`src/rtl/redmean_contrast_nudge_unit_assert.svh`:
```
// Assertion macros for the redmean contrast nudge unit.
// Included by the top level only; depends on nothing else.

`ifndef REDMEAN_CONTRAST_NUDGE_UNIT_ASSERT_SVH
`define REDMEAN_CONTRAST_NUDGE_UNIT_ASSERT_SVH

// Condition and consequence in the same clock cycle.
`define RCN_ASSERT_NOW(label, clk, rst_n, cond, conseq) \
    label: assert property (@(posedge clk) disable iff (!rst_n) (cond) |-> (conseq)) \
        else $error("redmean_contrast_nudge_unit: same-cycle check failed");

// Condition in one cycle, consequence in the next.
`define RCN_ASSERT_NEXT(label, clk, rst_n, cond, conseq) \
    label: assert property (@(posedge clk) disable iff (!rst_n) (cond) |=> (conseq)) \
        else $error("redmean_contrast_nudge_unit: next-cycle check failed");

`endif

```
`src/rtl/rcn_pkg.sv`:
```
// Shared types and constants of the redmean contrast nudge unit.
// Used by every module of the block; depends on nothing.
`timescale 1ns / 1ps

package rcn_pkg;

    // Colour packing: red in the low byte, then green, then blue.
    localparam int CH_W    = 8;
    localparam int NUM_CH  = 3;
    localparam int COLOR_W = CH_W * NUM_CH;

    // Threshold register and weighted distance widths.
    localparam int THR_W  = 28;
    localparam int DIST_W = 28;
    localparam logic [THR_W-1:0] THR_RESET = 28'd584970;

    // Any non-zero weighted distance is at least 2^9, since every weight is 512 or more.
    localparam int MIN_DIST_LOG2 = 9;

    // Redmean weights: red 512+m, green 4*256, blue 767-m.
    localparam int WEIGHT_W = 10;
    localparam int SQ_W     = 2 * CH_W;
    localparam logic [WEIGHT_W-1:0] W_R_BASE = 10'd512;
    localparam logic [WEIGHT_W-1:0] W_B_BASE = 10'd767;
    localparam int W_G_SHIFT = 10;

    localparam logic [CH_W-1:0] CH_MAX = 8'd255;

    // Side information that travels with an item down the pipeline.
    typedef struct packed {
        logic               nudge;
        logic [COLOR_W-1:0] base;
        logic [COLOR_W-1:0] text;
    } side_t;

    // One finished result.
    typedef struct packed {
        logic               nudged;
        logic [COLOR_W-1:0] color;
    } result_t;

endpackage

```
`src/rtl/rcn_dist.sv`:
```
// Redmean weighted squared distance, two register stages.
// Depends on rcn_pkg.
`timescale 1ns / 1ps

module rcn_dist
(
    input  logic                        clk,
    input  logic                        rst_n,
    input  logic                        en,
    input  logic                        in_valid,
    input  logic [rcn_pkg::COLOR_W-1:0] base_color,
    input  logic [rcn_pkg::COLOR_W-1:0] text_color,
    output logic                        out_valid,
    output rcn_pkg::side_t              out_side,
    output logic [rcn_pkg::DIST_W-1:0]  dist_sq
);

    localparam int PROD_W = rcn_pkg::WEIGHT_W + rcn_pkg::SQ_W;

    logic [rcn_pkg::SQ_W-1:0] sq_next [rcn_pkg::NUM_CH];
    logic [rcn_pkg::CH_W:0]   red_sum;
    logic [rcn_pkg::CH_W-1:0] m_next;

    logic                     a_valid_reg;
    rcn_pkg::side_t           a_side_reg;
    logic [rcn_pkg::CH_W-1:0] a_m_reg;
    logic [rcn_pkg::SQ_W-1:0] a_sq_reg [rcn_pkg::NUM_CH];

    logic [rcn_pkg::WEIGHT_W-1:0] w_r;
    logic [rcn_pkg::WEIGHT_W-1:0] w_b;
    logic [PROD_W-1:0]            prod_r;
    logic [PROD_W-1:0]            prod_b;
    logic [rcn_pkg::DIST_W-1:0]   dist_next;

    logic                       b_valid_reg;
    rcn_pkg::side_t             b_side_reg;
    logic [rcn_pkg::DIST_W-1:0] b_dist_reg;

    // Stage A: absolute channel differences and their squares.
    for (genvar c = 0; c < rcn_pkg::NUM_CH; c++) begin : g_ch
        logic [rcn_pkg::CH_W-1:0] base_ch;
        logic [rcn_pkg::CH_W-1:0] text_ch;
        logic [rcn_pkg::CH_W-1:0] mag;

        assign base_ch = base_color[c*rcn_pkg::CH_W +: rcn_pkg::CH_W];
        assign text_ch = text_color[c*rcn_pkg::CH_W +: rcn_pkg::CH_W];
        assign mag     = (text_ch >= base_ch) ? (text_ch - base_ch) : (base_ch - text_ch);
        assign sq_next[c] = rcn_pkg::SQ_W'(mag) * rcn_pkg::SQ_W'(mag);
    end

    // The mean red level selects the red and blue weights.
    assign red_sum = {1'b0, base_color[rcn_pkg::CH_W-1:0]}
                   + {1'b0, text_color[rcn_pkg::CH_W-1:0]};
    assign m_next  = red_sum[rcn_pkg::CH_W:1];

    always_ff @(posedge clk or negedge rst_n)
    begin
        if (!rst_n)
        begin
            a_valid_reg <= 1'b0;
            b_valid_reg <= 1'b0;
        end
        else if (en)
        begin
            a_valid_reg <= in_valid;
            b_valid_reg <= a_valid_reg;
        end
    end

    always_ff @(posedge clk)
    begin
        if (en)
        begin
            a_side_reg <= '{nudge: 1'b0, base: base_color, text: text_color};
            a_m_reg    <= m_next;
            for (int c = 0; c < rcn_pkg::NUM_CH; c++)
            begin
                a_sq_reg[c] <= sq_next[c];
            end
        end
    end

    // Stage B: weight the squares and sum them.
    assign w_r    = rcn_pkg::W_R_BASE + rcn_pkg::WEIGHT_W'(a_m_reg);
    assign w_b    = rcn_pkg::W_B_BASE - rcn_pkg::WEIGHT_W'(a_m_reg);
    assign prod_r = PROD_W'(w_r) * PROD_W'(a_sq_reg[0]);
    assign prod_b = PROD_W'(w_b) * PROD_W'(a_sq_reg[2]);
    assign dist_next = rcn_pkg::DIST_W'(prod_r)
                     + (rcn_pkg::DIST_W'(a_sq_reg[1]) << rcn_pkg::W_G_SHIFT)
                     + rcn_pkg::DIST_W'(prod_b);

    always_ff @(posedge clk)
    begin
        if (en)
        begin
            b_side_reg <= a_side_reg;
            b_dist_reg <= dist_next;
        end
    end

    assign out_valid = b_valid_reg;
    assign out_side  = b_side_reg;
    assign dist_sq   = b_dist_reg;

endmodule

```
`config.mk`:
```
export PLATFORM = sky130hd
export DESIGN_NAME = rcn_dist
export DESIGN_NICKNAME = d
export VERILOG_FILES = /design/src/rtl/redmean_contrast_nudge_unit_assert.svh /design/src/rtl/rcn_pkg.sv /design/src/rtl/rcn_dist.sv
export SDC_FILE = /design/constraint.sdc
export NUM_CORES = 1
export LEC_CHECK = 0
export BUFFER_PORTS_ARGS = -buffer_cell sky130_fd_sc_hd__buf_2
export CELL_PAD_IN_SITES_DETAIL_PLACEMENT = 2
export CELL_PAD_IN_SITES_GLOBAL_PLACEMENT = 2
export CORE_ASPECT_RATIO = 1.1
export CORE_MARGIN = 2
export CORE_UTILIZATION = 25
export DETAILED_ROUTE_END_ITERATION = 7
export PLACE_DENSITY_LB_ADDON = 0.1
export SETUP_SLACK_MARGIN = 0.15
export SYNTH_ARGS = -nofsm -noshare
export SYNTH_HDL_FRONTEND = slang
export SYNTH_SLANG_ARGS = --single-unit
```
`constraint.sdc`:
```
create_clock -name clk -period 6.1 [get_ports clk]
set_input_delay 0.61 -clock clk [delete_from_list [all_inputs] [get_ports clk]]
set_output_delay 0.61 -clock clk [all_outputs]
set_load 0.03 [all_outputs]
```
==> reports/summary.txt <==
Status: finished with violations
Failing checks: negative setup slack
DRT Pass-1 Iters: 4
CP Max Fanout: 6
1st-iter DRT viols: 365
RR Endpoint: dist_sq[24]
Post-synthesis xor/xnor area fraction: 3.50%
CTS tree: built
Core footprint: 89500 sq um
Finished Layout Cells: 3919
Initial cell density of the core: 25.3%
Min Hold Slack: 296 ps
Ranking of synthesized cells by area: fa_1, edfxtp_1, ha_1
Clk Latency, worst-skew pair: 510 ps
DRC violations left: 0
Worst Hold End: a_side_reg[15]
Final Setup Violations: 12
Hold depth: 1
Largest family of logic cells by synthesized area: adder cells
Clock H-tree levels: 4
Final WL: 68.1 mm
Crit Reg-Reg Startpoint: a_m_reg[3]
Critical path type: flop to flop
Fin. Hold Viols: 0
Clock skew: 16.7 ps
Post-synthesis sequential area ratio: 23.7%
Layout cells sized above 1: 32.1%
Placed Cells: 3818
Slew @ Worst Pin: 833 ps
Final Cycle Share: 103%
Synth Flop Type: edfxtp_1
First-pass GRT wire length: 108 mm
CTS buffer count: 17
Setup WS pre-CTS: -818 ps
Fin crit period: 6300 ps
Vias per cell: 4.26
FF-to-FF path depth: 22
Worst Slack Setup Final: -196 ps
Post-synthesis mux area share: 0.730%
Compound-Gate Fraction of Synth Area: 6.87%
RSZ-0062 raised after global routing: true
Area of the die: 92900 sq um
Adder-Cell Fraction of Synth Area: 43.8%
Critical Path RT: 6350 ps
Filler cells: 9650
Post-synthesis register bit count: 179
Die width: 291 um
Register area: 5370 sq um
Largest net degree at the start of global routing: 123
Asr flop ratio synth: 1.12%
Post-synth top area cell: fa_1
Critical path capture point type: flop
Max Cap Viol: 0
Register-to-Register Setup Slack: -200 ps
Worst Setup SP: a_m_reg[3]
Io pins: 130
Pins over their slew limit: 0
Row Count: 115
Setup TNS: -1380 ps
Achievable Freq: 0.159 GHz
Die H: 319 um
Via count: 16700
Gr ovfl total: 0
Multi-input logic area: 16500 sq um
Crit path DAT: 6550 ps
Bufs on Longest Clock Path: 2
Min-Delay Startpoint: text_color[15]
Post-Syn Instances: 2167
Startpoint Class: flop
Reg clk slew, reported paths: 80 ps
Mean post-synth cell area: 10.4 sq um
Nets: 3381
Synth Area in Simple Gates: 12.2%
Post-synth EDFFs: 177
Area share of the largest cell type after synthesis: 29.2%
Buffers on Ports: 128
Root Driver: clkbuf_16
Vias in the first global route: 19800
Worst hold path type: primary input to flop
Sink Count: 179
Post-Syn Area: 22600 sq um
HPWL Detailed: 56.7 mm
Yosys synthesis warning count: 0
Gpl congestion: 0.782
Drt wl/cell: 17.4 um
Initial antenna violation count: 1
Commonest non-fill, non-tap cells in the layout: inv_1, buf_4, fa_1
Routed Antenna Nets: 0
Worst slew margin: 44.5%
Netlist cell types: 68
Syn-to-layout area delta: 34.4%
Most common cell after layout, fill and taps aside: inv_1
Total GRT Usage: 14.9%
## kinds of logic after synthesis
| kind of cell | count (synthesis) |
|---|---|
| adders and majority gates | 594 |
| xor gates and xnor gates | 87 |
| other | 2 |
| DFF | 179 |
| buffers and inverters | 546 |
| muxes | 16 |
| and+or+nand+nor | 513 |
| AOI/OAI and AO/OA | 230 |
## worst max path at each step
stage,endpoint,depth (start not counted)
finish,dist_sq[24],22
global route,dist_sq[24],22
CTS,dist_sq[20],24
detailed placement,a_sq_reg[0][30],29
global placement,a_sq_reg[0][30],29
floorplan,a_sq_reg[0][30],23
## cells in the mapped netlist (9+ instances only)
cell        n
mux2i_1    12
a21oi_1    77
o21a_1     14
fa_1      330
edfxtp_1  177
nor3_1     18
ha_1      264
o21ai_0    31
xnor2_1    63
nor2b_1    58
clkbuf_1   41
nand3_1    18
inv_1     496
and2_1     85
nand2_1    73
nor2_1    106
nand2b_1   92
and3_1      9
o21bai_1   13
a21o_1     30
xor2_1     20
or2_2      16
## critical path, cell delays in order (launching register included)
cell       delay (ps)
edfxtp_1          440
buf_4             190
clkbuf_16         160
nand2b_1          150
fa_1              480
inv_1              50
fa_1              500
fa_2              610
fa_2              450
fa_2              400
fa_1              560
inv_2              50
fa_1              520
inv_2              50
ha_4              240
buf_6             110
a21o_1            150
a21o_1            160
a21oi_2           180
o21ai_2            90
a31oi_2           240
o31ai_4           100
xor2_1            150
## per-layer routing
layer  GRT usage [%]  up-vias  wire (um)
li1                -     7959          -
met1            17.0     8606      28100
met2            29.1      105      38100
met3            2.02       34       1090
met4            3.32        0        770
met5               0        -          0
## per-stage QoR
stage	utilization, %	instance area (sq um)
floorplan	-	22800
CTS	32.8	29400
global placement	31.1	27800
detailed placement	31.1	27800
finish	34.0	30400
global route	33.9	30400
## repair_timing
item | CTS | global route
gates cloned | 1 | 2
pin swaps | 57 | 112
setup endpoints to repair | 30 | 35
hold endpoints to repair | 2 | 0
hold buffers | 1 | 0
gates resized for setup | 131 | 173
buffers inserted | 26 | 38
## area by class of cell
cell class	count	share of cell area, %
Tap cell	1170	4.82
Clock buffer	18	1.41
Antenna cell	1	0.00824
Sequential cell	179	17.7
Timing Repair Buffer	585	14.9
Multi-Input combinational cell	1456	54.3
Inverter	496	6.20
Clock inverter	14	0.700
Power is left out: the tool's default activity adds up to more than one toggle a clock period on the data nets, which glitch-free logic cannot reach.
