`src/rtl/redmean_contrast_nudge_unit_assert.svh`:
```
// Assertion macros for the redmean contrast nudge unit.
// Included by the top level only; depends on nothing else.

`ifndef REDMEAN_CONTRAST_NUDGE_UNIT_ASSERT_SVH
`define REDMEAN_CONTRAST_NUDGE_UNIT_ASSERT_SVH

// Condition and consequence in the same clock cycle.
`define RCN_ASSERT_NOW(label, clk, rst_n, cond, conseq) \
    label: assert property (@(posedge clk) disable iff (!rst_n) (cond) |-> (conseq)) \
        else $error("redmean_contrast_nudge_unit: same-cycle check failed");

// Condition in one cycle, consequence in the next.
`define RCN_ASSERT_NEXT(label, clk, rst_n, cond, conseq) \
    label: assert property (@(posedge clk) disable iff (!rst_n) (cond) |=> (conseq)) \
        else $error("redmean_contrast_nudge_unit: next-cycle check failed");

`endif

```
`src/rtl/rcn_pkg.sv`:
```
// Shared types and constants of the redmean contrast nudge unit.
// Used by every module of the block; depends on nothing.
`timescale 1ns / 1ps

package rcn_pkg;

    // Colour packing: red in the low byte, then green, then blue.
    localparam int CH_W    = 8;
    localparam int NUM_CH  = 3;
    localparam int COLOR_W = CH_W * NUM_CH;

    // Threshold register and weighted distance widths.
    localparam int THR_W  = 28;
    localparam int DIST_W = 28;
    localparam logic [THR_W-1:0] THR_RESET = 28'd584970;

    // Any non-zero weighted distance is at least 2^9, since every weight is 512 or more.
    localparam int MIN_DIST_LOG2 = 9;

    // Redmean weights: red 512+m, green 4*256, blue 767-m.
    localparam int WEIGHT_W = 10;
    localparam int SQ_W     = 2 * CH_W;
    localparam logic [WEIGHT_W-1:0] W_R_BASE = 10'd512;
    localparam logic [WEIGHT_W-1:0] W_B_BASE = 10'd767;
    localparam int W_G_SHIFT = 10;

    localparam logic [CH_W-1:0] CH_MAX = 8'd255;

    // Side information that travels with an item down the pipeline.
    typedef struct packed {
        logic               nudge;
        logic [COLOR_W-1:0] base;
        logic [COLOR_W-1:0] text;
    } side_t;

    // One finished result.
    typedef struct packed {
        logic               nudged;
        logic [COLOR_W-1:0] color;
    } result_t;

endpackage

```
`src/rtl/rcn_sqrt.sv`:
```
// Pipelined restoring integer square root of the quotient, one root bit per stage.
// The root is the scale factor with FRAC_BITS fraction bits. Depends on rcn_pkg.
`timescale 1ns / 1ps

module rcn_sqrt
#(
    parameter int FRAC_BITS = 16
)
(
    input  logic           clk,
    input  logic           rst_n,
    input  logic           en,
    input  logic           in_valid,
    input  rcn_pkg::side_t in_side,
    input  logic [(rcn_pkg::THR_W - rcn_pkg::MIN_DIST_LOG2 + 2*FRAC_BITS)-1:0] quot,
    output logic           out_valid,
    output rcn_pkg::side_t out_side,
    output logic [(rcn_pkg::THR_W - rcn_pkg::MIN_DIST_LOG2 + 2*FRAC_BITS + 1)/2-1:0] scale
);

    localparam int QW = rcn_pkg::THR_W - rcn_pkg::MIN_DIST_LOG2 + 2 * FRAC_BITS;
    localparam int SW = (QW + 1) / 2;
    localparam int QP = 2 * SW;
    // The remainder never exceeds twice the partial root.
    localparam int RW = SW + 2;

    logic           valid_reg [1:SW];
    rcn_pkg::side_t side_reg  [1:SW];
    logic [SW-1:0]  root_reg  [1:SW];
    logic [RW-1:0]  rem_reg   [1:SW-1];
    logic [QP-1:0]  qs_reg    [1:SW-1];

    for (genvar j = 0; j < SW; j++) begin : g_step
        logic           valid_in;
        rcn_pkg::side_t side_in;
        logic [SW-1:0]  root_in;
        logic [RW-1:0]  rem_in;
        logic [QP-1:0]  qs_in;
        logic [RW-1:0]  t;
        logic [RW-1:0]  trial;
        logic           ge;

        // The first step starts from a cleared remainder and root.
        if (j == 0) begin : g_first
            assign valid_in = in_valid;
            assign side_in  = in_side;
            assign root_in  = '0;
            assign rem_in   = '0;
            assign qs_in    = QP'(quot);
        end
        else begin : g_next
            assign valid_in = valid_reg[j];
            assign side_in  = side_reg[j];
            assign root_in  = root_reg[j];
            assign rem_in   = rem_reg[j];
            assign qs_in    = qs_reg[j];
        end

        // Bring down the next pair of radicand bits and try root bit one.
        assign t     = {rem_in[RW-3:0], qs_in[QP-1 -: 2]};
        assign trial = {root_in, 2'b01};
        assign ge    = t >= trial;

        always_ff @(posedge clk or negedge rst_n)
        begin
            if (!rst_n)
            begin
                valid_reg[j+1] <= 1'b0;
            end
            else if (en)
            begin
                valid_reg[j+1] <= valid_in;
            end
        end

        always_ff @(posedge clk)
        begin
            if (en)
            begin
                side_reg[j+1] <= side_in;
                root_reg[j+1] <= {root_in[SW-2:0], ge};
            end
        end

        // Remainder and radicand are not needed after the last step.
        if (j < SW - 1) begin : g_carry
            logic [RW-1:0] rem_next;
            logic [QP-1:0] qs_next;

            assign rem_next = ge ? (t - trial) : t;
            assign qs_next  = {qs_in[QP-3:0], 2'b00};

            always_ff @(posedge clk)
            begin
                if (en)
                begin
                    rem_reg[j+1] <= rem_next;
                    qs_reg[j+1]  <= qs_next;
                end
            end
        end
    end

    assign out_valid = valid_reg[SW];
    assign out_side  = side_reg[SW];
    assign scale     = root_reg[SW];

endmodule

```
`config.mk`:
```
export PLATFORM = sky130hd
export DESIGN_NAME = rcn_sqrt
export DESIGN_NICKNAME = d
export VERILOG_FILES = /design/src/rtl/redmean_contrast_nudge_unit_assert.svh /design/src/rtl/rcn_pkg.sv /design/src/rtl/rcn_sqrt.sv
export SDC_FILE = /design/constraint.sdc
export NUM_CORES = 2
export LEC_CHECK = 0
export ABC_AREA = 1
export BUFFER_PORTS_ARGS = -buffer_cell sky130_fd_sc_hd__buf_4
export CAP_MARGIN = 20
export CORE_UTILIZATION = 55
export CTS_BUF_LIST = sky130_fd_sc_hd__clkbuf_16
export DETAILED_ROUTE_END_ITERATION = 10
export PLACE_DENSITY = 0.81
export SKIP_LAST_GASP = 1
export SLEW_MARGIN = 30
export SYNTH_ARGS = -nofsm -noshare
export SYNTH_HDL_FRONTEND = slang
export SYNTH_SLANG_ARGS = --single-unit
```
`constraint.sdc`:
```
create_clock -name clk -period 2.75 [get_ports clk]
set_input_delay 0 -clock clk [delete_from_list [all_inputs] [get_ports clk]]
set_output_delay 0 -clock clk [all_outputs]
set_load 0.005 [all_outputs]
```
==> flow_summary_export.csv <==
group,metric,value,unit
logic_synthesis,netlist_area,126200,sq um
logic_synthesis,ys_top_cells_by_area,"edfxtp_1, nand2_1, inv_1, ha_1, nor2_1",
placed_design,dp_cells,14360,
logic_synthesis,synth_fa_ha_area_share,3.736,%
logic_synthesis,synth_cells,11030,
setup_path,crit_buf_inv,3,
logic_synthesis,async_flop_share,0.8932,%
setup_path,end_kind,"flip-flop",
logic_synthesis,synthesis.nets,11520,
global_route,track_usage,26.73,%
logic_synthesis,muxShareOfSynthArea,0.01784,%
detailed_routing,ant_nets,0,
detailed_routing,drt-total-wl,308.8,mm
layout,final_cell_mix,"nand2_1, edfxtp_1, inv_1, nor2_1, nand3_1",
logic_synthesis,synth_cell_type_count,58,
die,die_x,481.1,microns
logic_synthesis,synthXorXnorAreaFrac,1.790,%
logic_synthesis,synth-simple-area-share,16.27,%
timing,setup_viol,0,
min_path,hp-class,"input pin to flip-flop",
timing,fin_hold_ws,0.1814,ns
logic_synthesis,synth_top_family_by_area,"simple AND/OR/NAND/NOR gates",
die,num_io_pins,180,
power,leakage,60.27,nW
logic_synthesis,yosysWarnings,0,
die,initial_utilization,55.44,%
timing,tightestPinTransition,0.8502,ns
setup_path,crit_slowest_cell,"nor4b_1",
layout,area_growth,14.72,%
logic_synthesis,synth_top_area_share,68.62,%
power,max-vdd-ir-drop,655.6,uV
logic_synthesis,synth_edf_count,2885,
power,powerDensity,784.3,nW/um^2
timing,hold_viol,0,
outcome,status,"completed",
detailed_routing,vias,80320,
clock_network,cts_buffers,303,
setup_path,max_stage_delay,0.45,ns
placed_design,port_buffers,179,
timing,setup_slack,0.1000,ns
layout,utilization,63.60,%
timing,slew_headroom,43.32,%
power,finalPower,113.6,mW
detailed_routing,first_pass_iters,8,
placed_design,post-dp-hpwl,212.4,mm
layout,drive_gt1_share,9.040,%
detailed_routing,avgViaCountPerCell,5.319,
layout,fin_area,144800,sq um
clock_network,clock_path_buffers,4,
global_route,grt_pass1_wl,470.6,mm
setup_path,critical_path.cell_chain,"inv_1 -> ha_1 -> nand2_1 -> nor4b_1 -> buf_4 -> nand2_1 -> nand3_1 -> inv_2 -> a21oi_1",
run,max-cap-violations,0,
die,core_area,227700,sq um
die,dieHeight,481.1,microns
timing,fmaxAchievable,0.3774,GHz
global_route,grt_antenna_before_repair,4,
layout,largest_reg_flops,1274,
clock_network,cts_root_buf,"clkbuf_16",
placed_design,place_ws,-0.04107,ns
setup_path,crit_required,3.40,ns
timing,fin_crit,2.650,ns
placed_design,placed_cell_area,133000,sq um
detailed_routing,routedWlPerCell,20.45,microns
setup_path,cp_common_cell,"nand2_1",
setup_path,arrival,3.30,ns
clock_network,clk_pin_slew_worst_paths,0.06,ns
detailed_routing,drc_errors,0,
placed_design,gp_congestion,0.9302,
detailed_routing,dr.first_iter.drc_count,7184,
die,die_area,231500,sq um
timing,maxSlewViolCount,0,
logic_synthesis,synth_compound_area_share,3.491,%
global_route,overflow,0,
timing,rsz0062_at_grt,"true",
setup_path,crit_type,"flip-flop to flip-flop",
logic_synthesis,synth.avg_cell_area,11.44,sq um
clock_network,clk_latency,0.97,ns
clock_network,cts.sinks,2911,
logic_synthesis,synth_top_flop_cell,"edfxtp_1",
clock_network,htree_levels,5,
clock_network,cts_tree,"built",
setup_path,critical-path-top-delay-family,"simple AND/OR/NAND/NOR gates",
logic_synthesis,synth.yosys.seq_area_share,69.14,%
setup_path,crit_path_start_kind,"flip-flop",
layout,fin_cells,15100,
die,rows,175,
timing,tns,0,ns
global_route,grt_max_degree,149,
timing,period_share,96.36,%
setup_path,critPathMaxFanout,23,
global_route,grt_pass1_vias,80660,
timing,fin_skew,0.09316,ns
logic_synthesis,ys_seq_elements,2911,
layout,final_common_cell,"nand2_1",
layout,nets,12350,
logic_synthesis,synth.largest_area_cell,"edfxtp_1",
[kinds of logic (layout without fill, tap and decap cells)]
| family | count (synthesis) | in the layout |
|---|---|---|
| mux | 2 | 2 |
| compound gates | 792 | 792 |
| other cells | 1 | 3 |
| xor+xnor | 258 | 258 |
| buf+inv | 1768 | 2825 |
| flops | 2911 | 2911 |
| fa+ha+maj | 377 | 377 |
| simple gates | 4925 | 4925 |
[per-layer routing]
layer	vias to the layer above	part of all wire (%)	track usage [%]
met2	2510	49	45.77
li1	38740	-	-
met4	2	2.9	8.121
met1	38490	42	35.39
met5	-	0.0042	0
met3	577	5.2	3.752
[final timing paths]
check                      slack [ns]  cells after the start                  startpoint                              end
max                              0.10                      9  root_reg[0][160]$_DFFE_PP_         rem_reg[7][23]$_DFFE_PP_
min                              0.18                      2                          en          qs_reg[0][75]$_DFFE_PP_
max reg2reg                      0.10                      9  root_reg[0][160]$_DFFE_PP_         rem_reg[7][23]$_DFFE_PP_
min reg2reg                      0.36                      0  side_reg[12][17]$_DFFE_PP_       side_reg[13][17]$_DFFE_PP_
max in group asynchronous        2.01                      5                       rst_n  g_step[14].valid_in$_DFFE_PN0P_
min in group asynchronous        0.55                      5                       rst_n  g_step[18].valid_in$_DFFE_PN0P_
[synth_stat cells (23+ instances only)]
master	n
nand2_1	3078
ha_1	377
nor2_1	799
o21bai_1	28
inv_2	65
nand3b_1	79
dfrtp_1	26
edfxtp_1	2885
nand4_1	179
nor3_1	97
a21oi_2	62
o21ai_0	176
a21oi_1	381
xor2_1	157
xnor2_1	101
nand2_2	23
buf_6	31
nand3_1	554
inv_1	1614
nor2_2	27
o21ai_1	101
[area by class of cell]
type	count	area, sq um
Timing Repair Buffer	614	5746
Clock buffer	308	7707
Multi-Input combinational cell	6355	31990
Antenna cell	2	5.005
Inverter	1684	6336
Tap cell	3009	3765
Fill cell	17190	82890
Sequential cell	2911	87280
Clock inverter	219	1996
[power by group]
part	switching [mW]	internal [mW]
logic	11.2	5.70
registers	2.55	53.5
clock network	17.2	23.5
total	30.9	82.7
[repair_timing]
action | CTS | global route
endpoints found under the hold margin | 1735 | 0
endpoints found under the setup margin | 4 | 47
resized for setup | 2 | 13
hold buffers | 207 | 0
setup buffers | 0 | 5
pin swaps | 0 | 1
No activity file was read; power rests on OpenSTA's default activity.
