## src/rtl/redmean_contrast_nudge_unit_assert.svh

```systemverilog
// Assertion macros for the redmean contrast nudge unit.
// Included by the top level only; depends on nothing else.

`ifndef REDMEAN_CONTRAST_NUDGE_UNIT_ASSERT_SVH
`define REDMEAN_CONTRAST_NUDGE_UNIT_ASSERT_SVH

// Condition and consequence in the same clock cycle.
`define RCN_ASSERT_NOW(label, clk, rst_n, cond, conseq) \
    label: assert property (@(posedge clk) disable iff (!rst_n) (cond) |-> (conseq)) \
        else $error("redmean_contrast_nudge_unit: same-cycle check failed");

// Condition in one cycle, consequence in the next.
`define RCN_ASSERT_NEXT(label, clk, rst_n, cond, conseq) \
    label: assert property (@(posedge clk) disable iff (!rst_n) (cond) |=> (conseq)) \
        else $error("redmean_contrast_nudge_unit: next-cycle check failed");

`endif

```

## src/rtl/rcn_pkg.sv

```systemverilog
// Shared types and constants of the redmean contrast nudge unit.
// Used by every module of the block; depends on nothing.
`timescale 1ns / 1ps

package rcn_pkg;

    // Colour packing: red in the low byte, then green, then blue.
    localparam int CH_W    = 8;
    localparam int NUM_CH  = 3;
    localparam int COLOR_W = CH_W * NUM_CH;

    // Threshold register and weighted distance widths.
    localparam int THR_W  = 28;
    localparam int DIST_W = 28;
    localparam logic [THR_W-1:0] THR_RESET = 28'd584970;

    // Any non-zero weighted distance is at least 2^9, since every weight is 512 or more.
    localparam int MIN_DIST_LOG2 = 9;

    // Redmean weights: red 512+m, green 4*256, blue 767-m.
    localparam int WEIGHT_W = 10;
    localparam int SQ_W     = 2 * CH_W;
    localparam logic [WEIGHT_W-1:0] W_R_BASE = 10'd512;
    localparam logic [WEIGHT_W-1:0] W_B_BASE = 10'd767;
    localparam int W_G_SHIFT = 10;

    localparam logic [CH_W-1:0] CH_MAX = 8'd255;

    // Side information that travels with an item down the pipeline.
    typedef struct packed {
        logic               nudge;
        logic [COLOR_W-1:0] base;
        logic [COLOR_W-1:0] text;
    } side_t;

    // One finished result.
    typedef struct packed {
        logic               nudged;
        logic [COLOR_W-1:0] color;
    } result_t;

endpackage

```

## src/rtl/rcn_push.sv

```systemverilog
// Scales each channel difference, rounds, adds it to the reference and clamps.
// Two register stages: multiply, then round and clamp. Depends on rcn_pkg.
`timescale 1ns / 1ps

module rcn_push
#(
    parameter int FRAC_BITS = 16
)
(
    input  logic             clk,
    input  logic             rst_n,
    input  logic             en,
    input  logic             in_valid,
    input  rcn_pkg::side_t   in_side,
    input  logic [(rcn_pkg::THR_W - rcn_pkg::MIN_DIST_LOG2 + 2*FRAC_BITS + 1)/2-1:0] scale,
    output logic             out_valid,
    output rcn_pkg::result_t out_result
);

    localparam int QW   = rcn_pkg::THR_W - rcn_pkg::MIN_DIST_LOG2 + 2 * FRAC_BITS;
    localparam int SW   = (QW + 1) / 2;
    localparam int PW   = rcn_pkg::CH_W + SW;
    // Scaled difference after rounding, including the rounding carry.
    localparam int SC_W = PW + 1 - FRAC_BITS;
    localparam logic [PW:0] HALF = (PW+1)'(1) << (FRAC_BITS - 1);

    logic [PW-1:0] prod_next [rcn_pkg::NUM_CH];
    logic          neg_next  [rcn_pkg::NUM_CH];

    logic           p_valid_reg;
    rcn_pkg::side_t p_side_reg;
    logic [PW-1:0]  p_prod_reg [rcn_pkg::NUM_CH];
    logic           p_neg_reg  [rcn_pkg::NUM_CH];

    logic [rcn_pkg::COLOR_W-1:0] pushed;
    rcn_pkg::result_t            result_next;

    logic             r_valid_reg;
    rcn_pkg::result_t r_result_reg;

    // Stage 1: signed channel differences and the product with the scale.
    for (genvar c = 0; c < rcn_pkg::NUM_CH; c++) begin : g_mul
        logic [rcn_pkg::CH_W-1:0] base_ch;
        logic [rcn_pkg::CH_W-1:0] text_ch;
        logic [rcn_pkg::CH_W-1:0] mag;

        assign base_ch      = in_side.base[c*rcn_pkg::CH_W +: rcn_pkg::CH_W];
        assign text_ch      = in_side.text[c*rcn_pkg::CH_W +: rcn_pkg::CH_W];
        assign neg_next[c]  = text_ch < base_ch;
        assign mag          = neg_next[c] ? (base_ch - text_ch) : (text_ch - base_ch);
        assign prod_next[c] = PW'(mag) * PW'(scale);
    end

    always_ff @(posedge clk or negedge rst_n)
    begin
        if (!rst_n)
        begin
            p_valid_reg <= 1'b0;
            r_valid_reg <= 1'b0;
        end
        else if (en)
        begin
            p_valid_reg <= in_valid;
            r_valid_reg <= p_valid_reg;
        end
    end

    always_ff @(posedge clk)
    begin
        if (en)
        begin
            p_side_reg <= in_side;
            for (int c = 0; c < rcn_pkg::NUM_CH; c++)
            begin
                p_prod_reg[c] <= prod_next[c];
                p_neg_reg[c]  <= neg_next[c];
            end
        end
    end

    // Stage 2: round half away from zero, apply the sign and saturate to the channel range.
    for (genvar c = 0; c < rcn_pkg::NUM_CH; c++) begin : g_clamp
        logic [rcn_pkg::CH_W-1:0] base_ch;
        logic [PW:0]              rounded;
        logic [SC_W-1:0]          scaled;
        logic [SC_W-1:0]          base_ext;
        logic [SC_W:0]            up_sum;
        logic [SC_W-1:0]          down_diff;

        assign base_ch   = p_side_reg.base[c*rcn_pkg::CH_W +: rcn_pkg::CH_W];
        assign rounded   = {1'b0, p_prod_reg[c]} + HALF;
        assign scaled    = rounded[PW:FRAC_BITS];
        assign base_ext  = SC_W'(base_ch);
        assign up_sum    = {1'b0, scaled} + {1'b0, base_ext};
        assign down_diff = base_ext - scaled;

        always_comb
        begin
            if (p_neg_reg[c])
            begin
                if (scaled > base_ext)
                begin
                    pushed[c*rcn_pkg::CH_W +: rcn_pkg::CH_W] = '0;
                end
                else
                begin
                    pushed[c*rcn_pkg::CH_W +: rcn_pkg::CH_W] = down_diff[rcn_pkg::CH_W-1:0];
                end
            end
            else
            begin
                if (up_sum > (SC_W+1)'(rcn_pkg::CH_MAX))
                begin
                    pushed[c*rcn_pkg::CH_W +: rcn_pkg::CH_W] = rcn_pkg::CH_MAX;
                end
                else
                begin
                    pushed[c*rcn_pkg::CH_W +: rcn_pkg::CH_W] = up_sum[rcn_pkg::CH_W-1:0];
                end
            end
        end
    end

    // Items that are not nudged pass the target colour through.
    always_comb
    begin
        result_next.nudged = p_side_reg.nudge;
        result_next.color  = p_side_reg.nudge ? pushed : p_side_reg.text;
    end

    always_ff @(posedge clk)
    begin
        if (en)
        begin
            r_result_reg <= result_next;
        end
    end

    assign out_valid  = r_valid_reg;
    assign out_result = r_result_reg;

endmodule

```

## config.mk

```make
export PLATFORM = sky130hd
export DESIGN_NAME = rcn_push
export DESIGN_NICKNAME = d
export VERILOG_FILES = /design/src/rtl/redmean_contrast_nudge_unit_assert.svh /design/src/rtl/rcn_pkg.sv /design/src/rtl/rcn_push.sv
export SDC_FILE = /design/constraint.sdc
export NUM_CORES = 2
export LEC_CHECK = 0
export BUFFER_PORTS_ARGS = -buffer_cell sky130_fd_sc_hd__buf_4
export CAP_MARGIN = 20
export CORE_MARGIN = 2
export CORE_UTILIZATION = 55
export DETAILED_ROUTE_END_ITERATION = 8
export GPL_ROUTABILITY_DRIVEN = 0
export PLACE_DENSITY = 0.75
export SLEW_MARGIN = 20
export SYNTH_ARGS = -nofsm -noshare
export SYNTH_HDL_FRONTEND = slang
export SYNTH_SLANG_ARGS = --single-unit
export TNS_END_PERCENT = 30
```

## constraint.sdc

```tcl
create_clock -name clk -period 3.3 [get_ports clk]
set_input_delay 0.165 -clock clk [delete_from_list [all_inputs] [get_ports clk]]
set_output_delay 0.165 -clock clk [all_outputs]
set_load 0.05 [all_outputs]
```

==> out/metrics.cfg <==
[global_routing]
grt_pass1_vias = 26700
grt_first_pass_wirelength_um = 131300
grt_max_degree = 72
grt_usage = 0.3010
grt_antenna_before_repair = 2
grt-ovfl-total = 0

[clock_network]
cts.clk_slew.worst_paths_ns = 0.06
cts_sinks = 136
insertion_delay_ns = 0.48
cts_root_buffer = clkbuf_16
cts_tree = built
htreeDepth = 4
cts_buffers = 17
clockBufferDepth = 2

[routing]
drc = 0
wl_per_cell_um = 18.03
dr_total_vias = 25157
drt_first_iter_violations = 1902
drt-total-wl_um = 81330
viasPerCell = 5.578
drt_pass1_iterations = 7
antenna_left = 0

[setup_path]
endpoint = p_prod_reg[0][33]
cp_common_cell = fa_2
crit_type = primary input to flip-flop
worst-path-max-fanout = 4
reg2reg_depth = 16
reg2reg_slack_ns = -0.59
rr_endpoint = out_result[20]
startpoint = in_side[0]
worst-endpoint-required_ns = 3.50
worstSetupEndpointType = flip-flop
critPathSlowestCell = fa_2
cp.arrival_ns = 7.09
start_kind = primary input
cpPeakStageDelay_ns = 0.58
r2r_start = p_prod_reg[0][84]

[floorplan]
io_pins = 105
die_height_um = 233.9
start_util = 0.5542
die_w_um = 233.9
rows = 84
coreArea_um2 = 52450
die_area_um2 = 54700

[logic_synthesis]
synth_edf_count = 134
synth_top_family_by_area = adder cells
synth_xor_area_frac = 0.04279
synth_fa_ha_area_frac = 0.4200
ys_async_sr_fraction = 0.01471
synth_cells = 3174
synthSimpleGateAreaFrac = 0.2109
synth_nets = 3964
synthMuxAreaShare = 0.01059
yosysSeqAreaShare = 0.1402
ys_warn_count = 0
synth_compound_area_frac = 0.09135
synth.avg_cell_area_um2 = 9.157
synth_top_flop_cell = edfxtp_1
ys_seq_elements = 136
synth_area_um2 = 29070
yosysUniqueCellTypes = 84

[timing]
min_period_over_period = 2.087
slew_violations = 0
timing_hold_violations_final = 0
whs_ns = 0.03484
fmax_mhz = 145.2
slew_headroom = 0.5137
rsz0062_at_grt = yes
post-route-min-period_ns = 6.888
tightest_slew_ns = 0.7295
finalWorstSetupSlack_ns = -3.588
setup_viol = 81
skew_ns = 0.01358

[flow_run]
maxCapViolations = 0

[placement]
port_buffers = 104
dp.cells = 4380
hpwl_um = 61510

[final_layout]
synthToLayoutAreaGrowth_pct = 28.99
largest_reg_flops = 57
fin_util = 0.7149
final_nets = 4599
drive_gt1_frac = 0.2569
fillers = 3546
antenna_cells = 0
finalNonFillerCells = 4510

[outcome]
violations = negative setup slack
status = finished, violations left

[min_path]
min_path_type = primary input to flip-flop

[worst min path at each step]
stage | start | endpoint | slack (ns) | depth (start not counted)
after floorplan | rst_n | out_valid | -0.13 | 0
after global placement | rst_n | p_valid_reg | -0.05 | 1
after detailed placement | rst_n | out_valid | -0.05 | 1
after CTS | in_side[30] | g_clamp[0].base_ch[6] | 0.004 | 2
after global routing | in_side[30] | g_clamp[0].base_ch[6] | 0.02 | 2
final | in_side[28] | g_clamp[0].base_ch[4] | 0.03 | 2
[critical path: cells and delay by family]
family | cells | cell delay, ns
AO/OA/AOI/OAI | 17 | 3.25
buffers and inverters | 6 | 0.60
adder cells (fa/ha/maj) | 7 | 2.69
XOR/XNOR | 1 | 0.11
AND/OR/NAND/NOR | 2 | 0.24
[stage by stage]
step	setup WS, ns	setup TNS [ns]	instance area, um2
2_1_floorplan	-3.670	-173.92	29430
3_3_place_gp	-3.979	-208.68	34850
3_5_place_dp	-4.214	-219.37	34850
4_1_cts	-3.509	-177.75	36770
5_1_grt	-3.879	-205.19	37490
6_report	-3.588	-188.53	37490
[repair_timing]
item	4_1_cts	5_1_grt
buffers inserted	27	28
endpoints found under the setup margin	81	81
pin swaps	97	89
gates resized for setup	142	131
endpoints found under the hold margin	50	0
gates cloned	4	0
hold buffers	50	0
[layer usage]
layer	global-route usage	routed length [um]	vias to the layer above
met3	0.04925	5691	199
met2	0.5135	40130	981
li1	-	-	11406
met5	0	11	-
met4	0.1076	2917	2
met1	0.3876	32580	12569
[cells in the mapped netlist (7+ instances only)]
| cell type | number | area [um2] |
|---|---|---|
| inv_1 | 519 | 1948 |
| fa_1 | 441 | 8828 |
| and2_1 | 423 | 2646 |
| ha_1 | 270 | 3378 |
| nand2_1 | 218 | 818.3 |
| edfxtp_1 | 134 | 4024 |
| clkbuf_1 | 126 | 473.0 |
| nor2_1 | 123 | 461.7 |
| a21oi_1 | 110 | 550.5 |
| nor2b_1 | 90 | 563.0 |
| xnor2_1 | 90 | 788.3 |
| o21ai_0 | 63 | 315.3 |
| nand2b_1 | 54 | 337.8 |
| xor2_1 | 52 | 455.4 |
| a21o_1 | 40 | 300.3 |
| nand3_1 | 35 | 175.2 |
| nor3_1 | 33 | 165.2 |
| nand4_1 | 32 | 200.2 |
| and3_1 | 29 | 181.4 |
| o21a_1 | 27 | 202.7 |
| a211oi_1 | 25 | 187.7 |
| mux2i_1 | 24 | 240.2 |
| o21bai_1 | 18 | 135.1 |
| a31oi_1 | 13 | 81.33 |
| and4_1 | 12 | 105.1 |
| o22ai_1 | 12 | 75.07 |
| o211ai_1 | 11 | 82.58 |
| a21boi_0 | 10 | 75.07 |
| or3_1 | 8 | 50.05 |
| nor4_1 | 7 | 43.79 |
| o21ai_1 | 7 | 35.03 |
[cell type report]
cell class	count	area [um2]	share of cell area
Clock buffer	19	432.9	0.01155
Clock inverter	13	116.4	0.003104
Multi-Input combinational cell	2388	23960	0.6392
Sequential cell	136	4074	0.1087
Timing Repair Buffer	746	6058	0.1616
Inverter	520	1984	0.05293
Tap cell	688	860.8	0.02296
[cells in the final DEF, fill, tap and decap left out, types with 49 or more instances in the layout]
| master | instances |
|---|---|
| a21oi_1 | 77 |
| and2_1 | 401 |
| buf_4 | 646 |
| dlygate4sd3_1 | 50 |
| edfxtp_1 | 134 |
| fa_1 | 426 |
| ha_1 | 244 |
| inv_1 | 502 |
| nand2_1 | 208 |
| nand2b_1 | 54 |
| nor2_1 | 114 |
| nor2b_1 | 88 |
| xnor2_1 | 78 |
| xor2_1 | 49 |
[cells by family (layout without fill, tap and decap cells)]
family	Yosys count	in the layout
buffers and inverters	650	1298
flip-flops	136	136
XOR/XNOR	142	142
AO/OA/AOI/OAI	401	401
adder cells (fa/ha/maj)	711	711
multiplexers	30	30
AND/OR/NAND/NOR	1104	1104
Power is left out: the tool's default activity adds up to more than one toggle a clock period on the data nets, which glitch-free logic cannot reach.
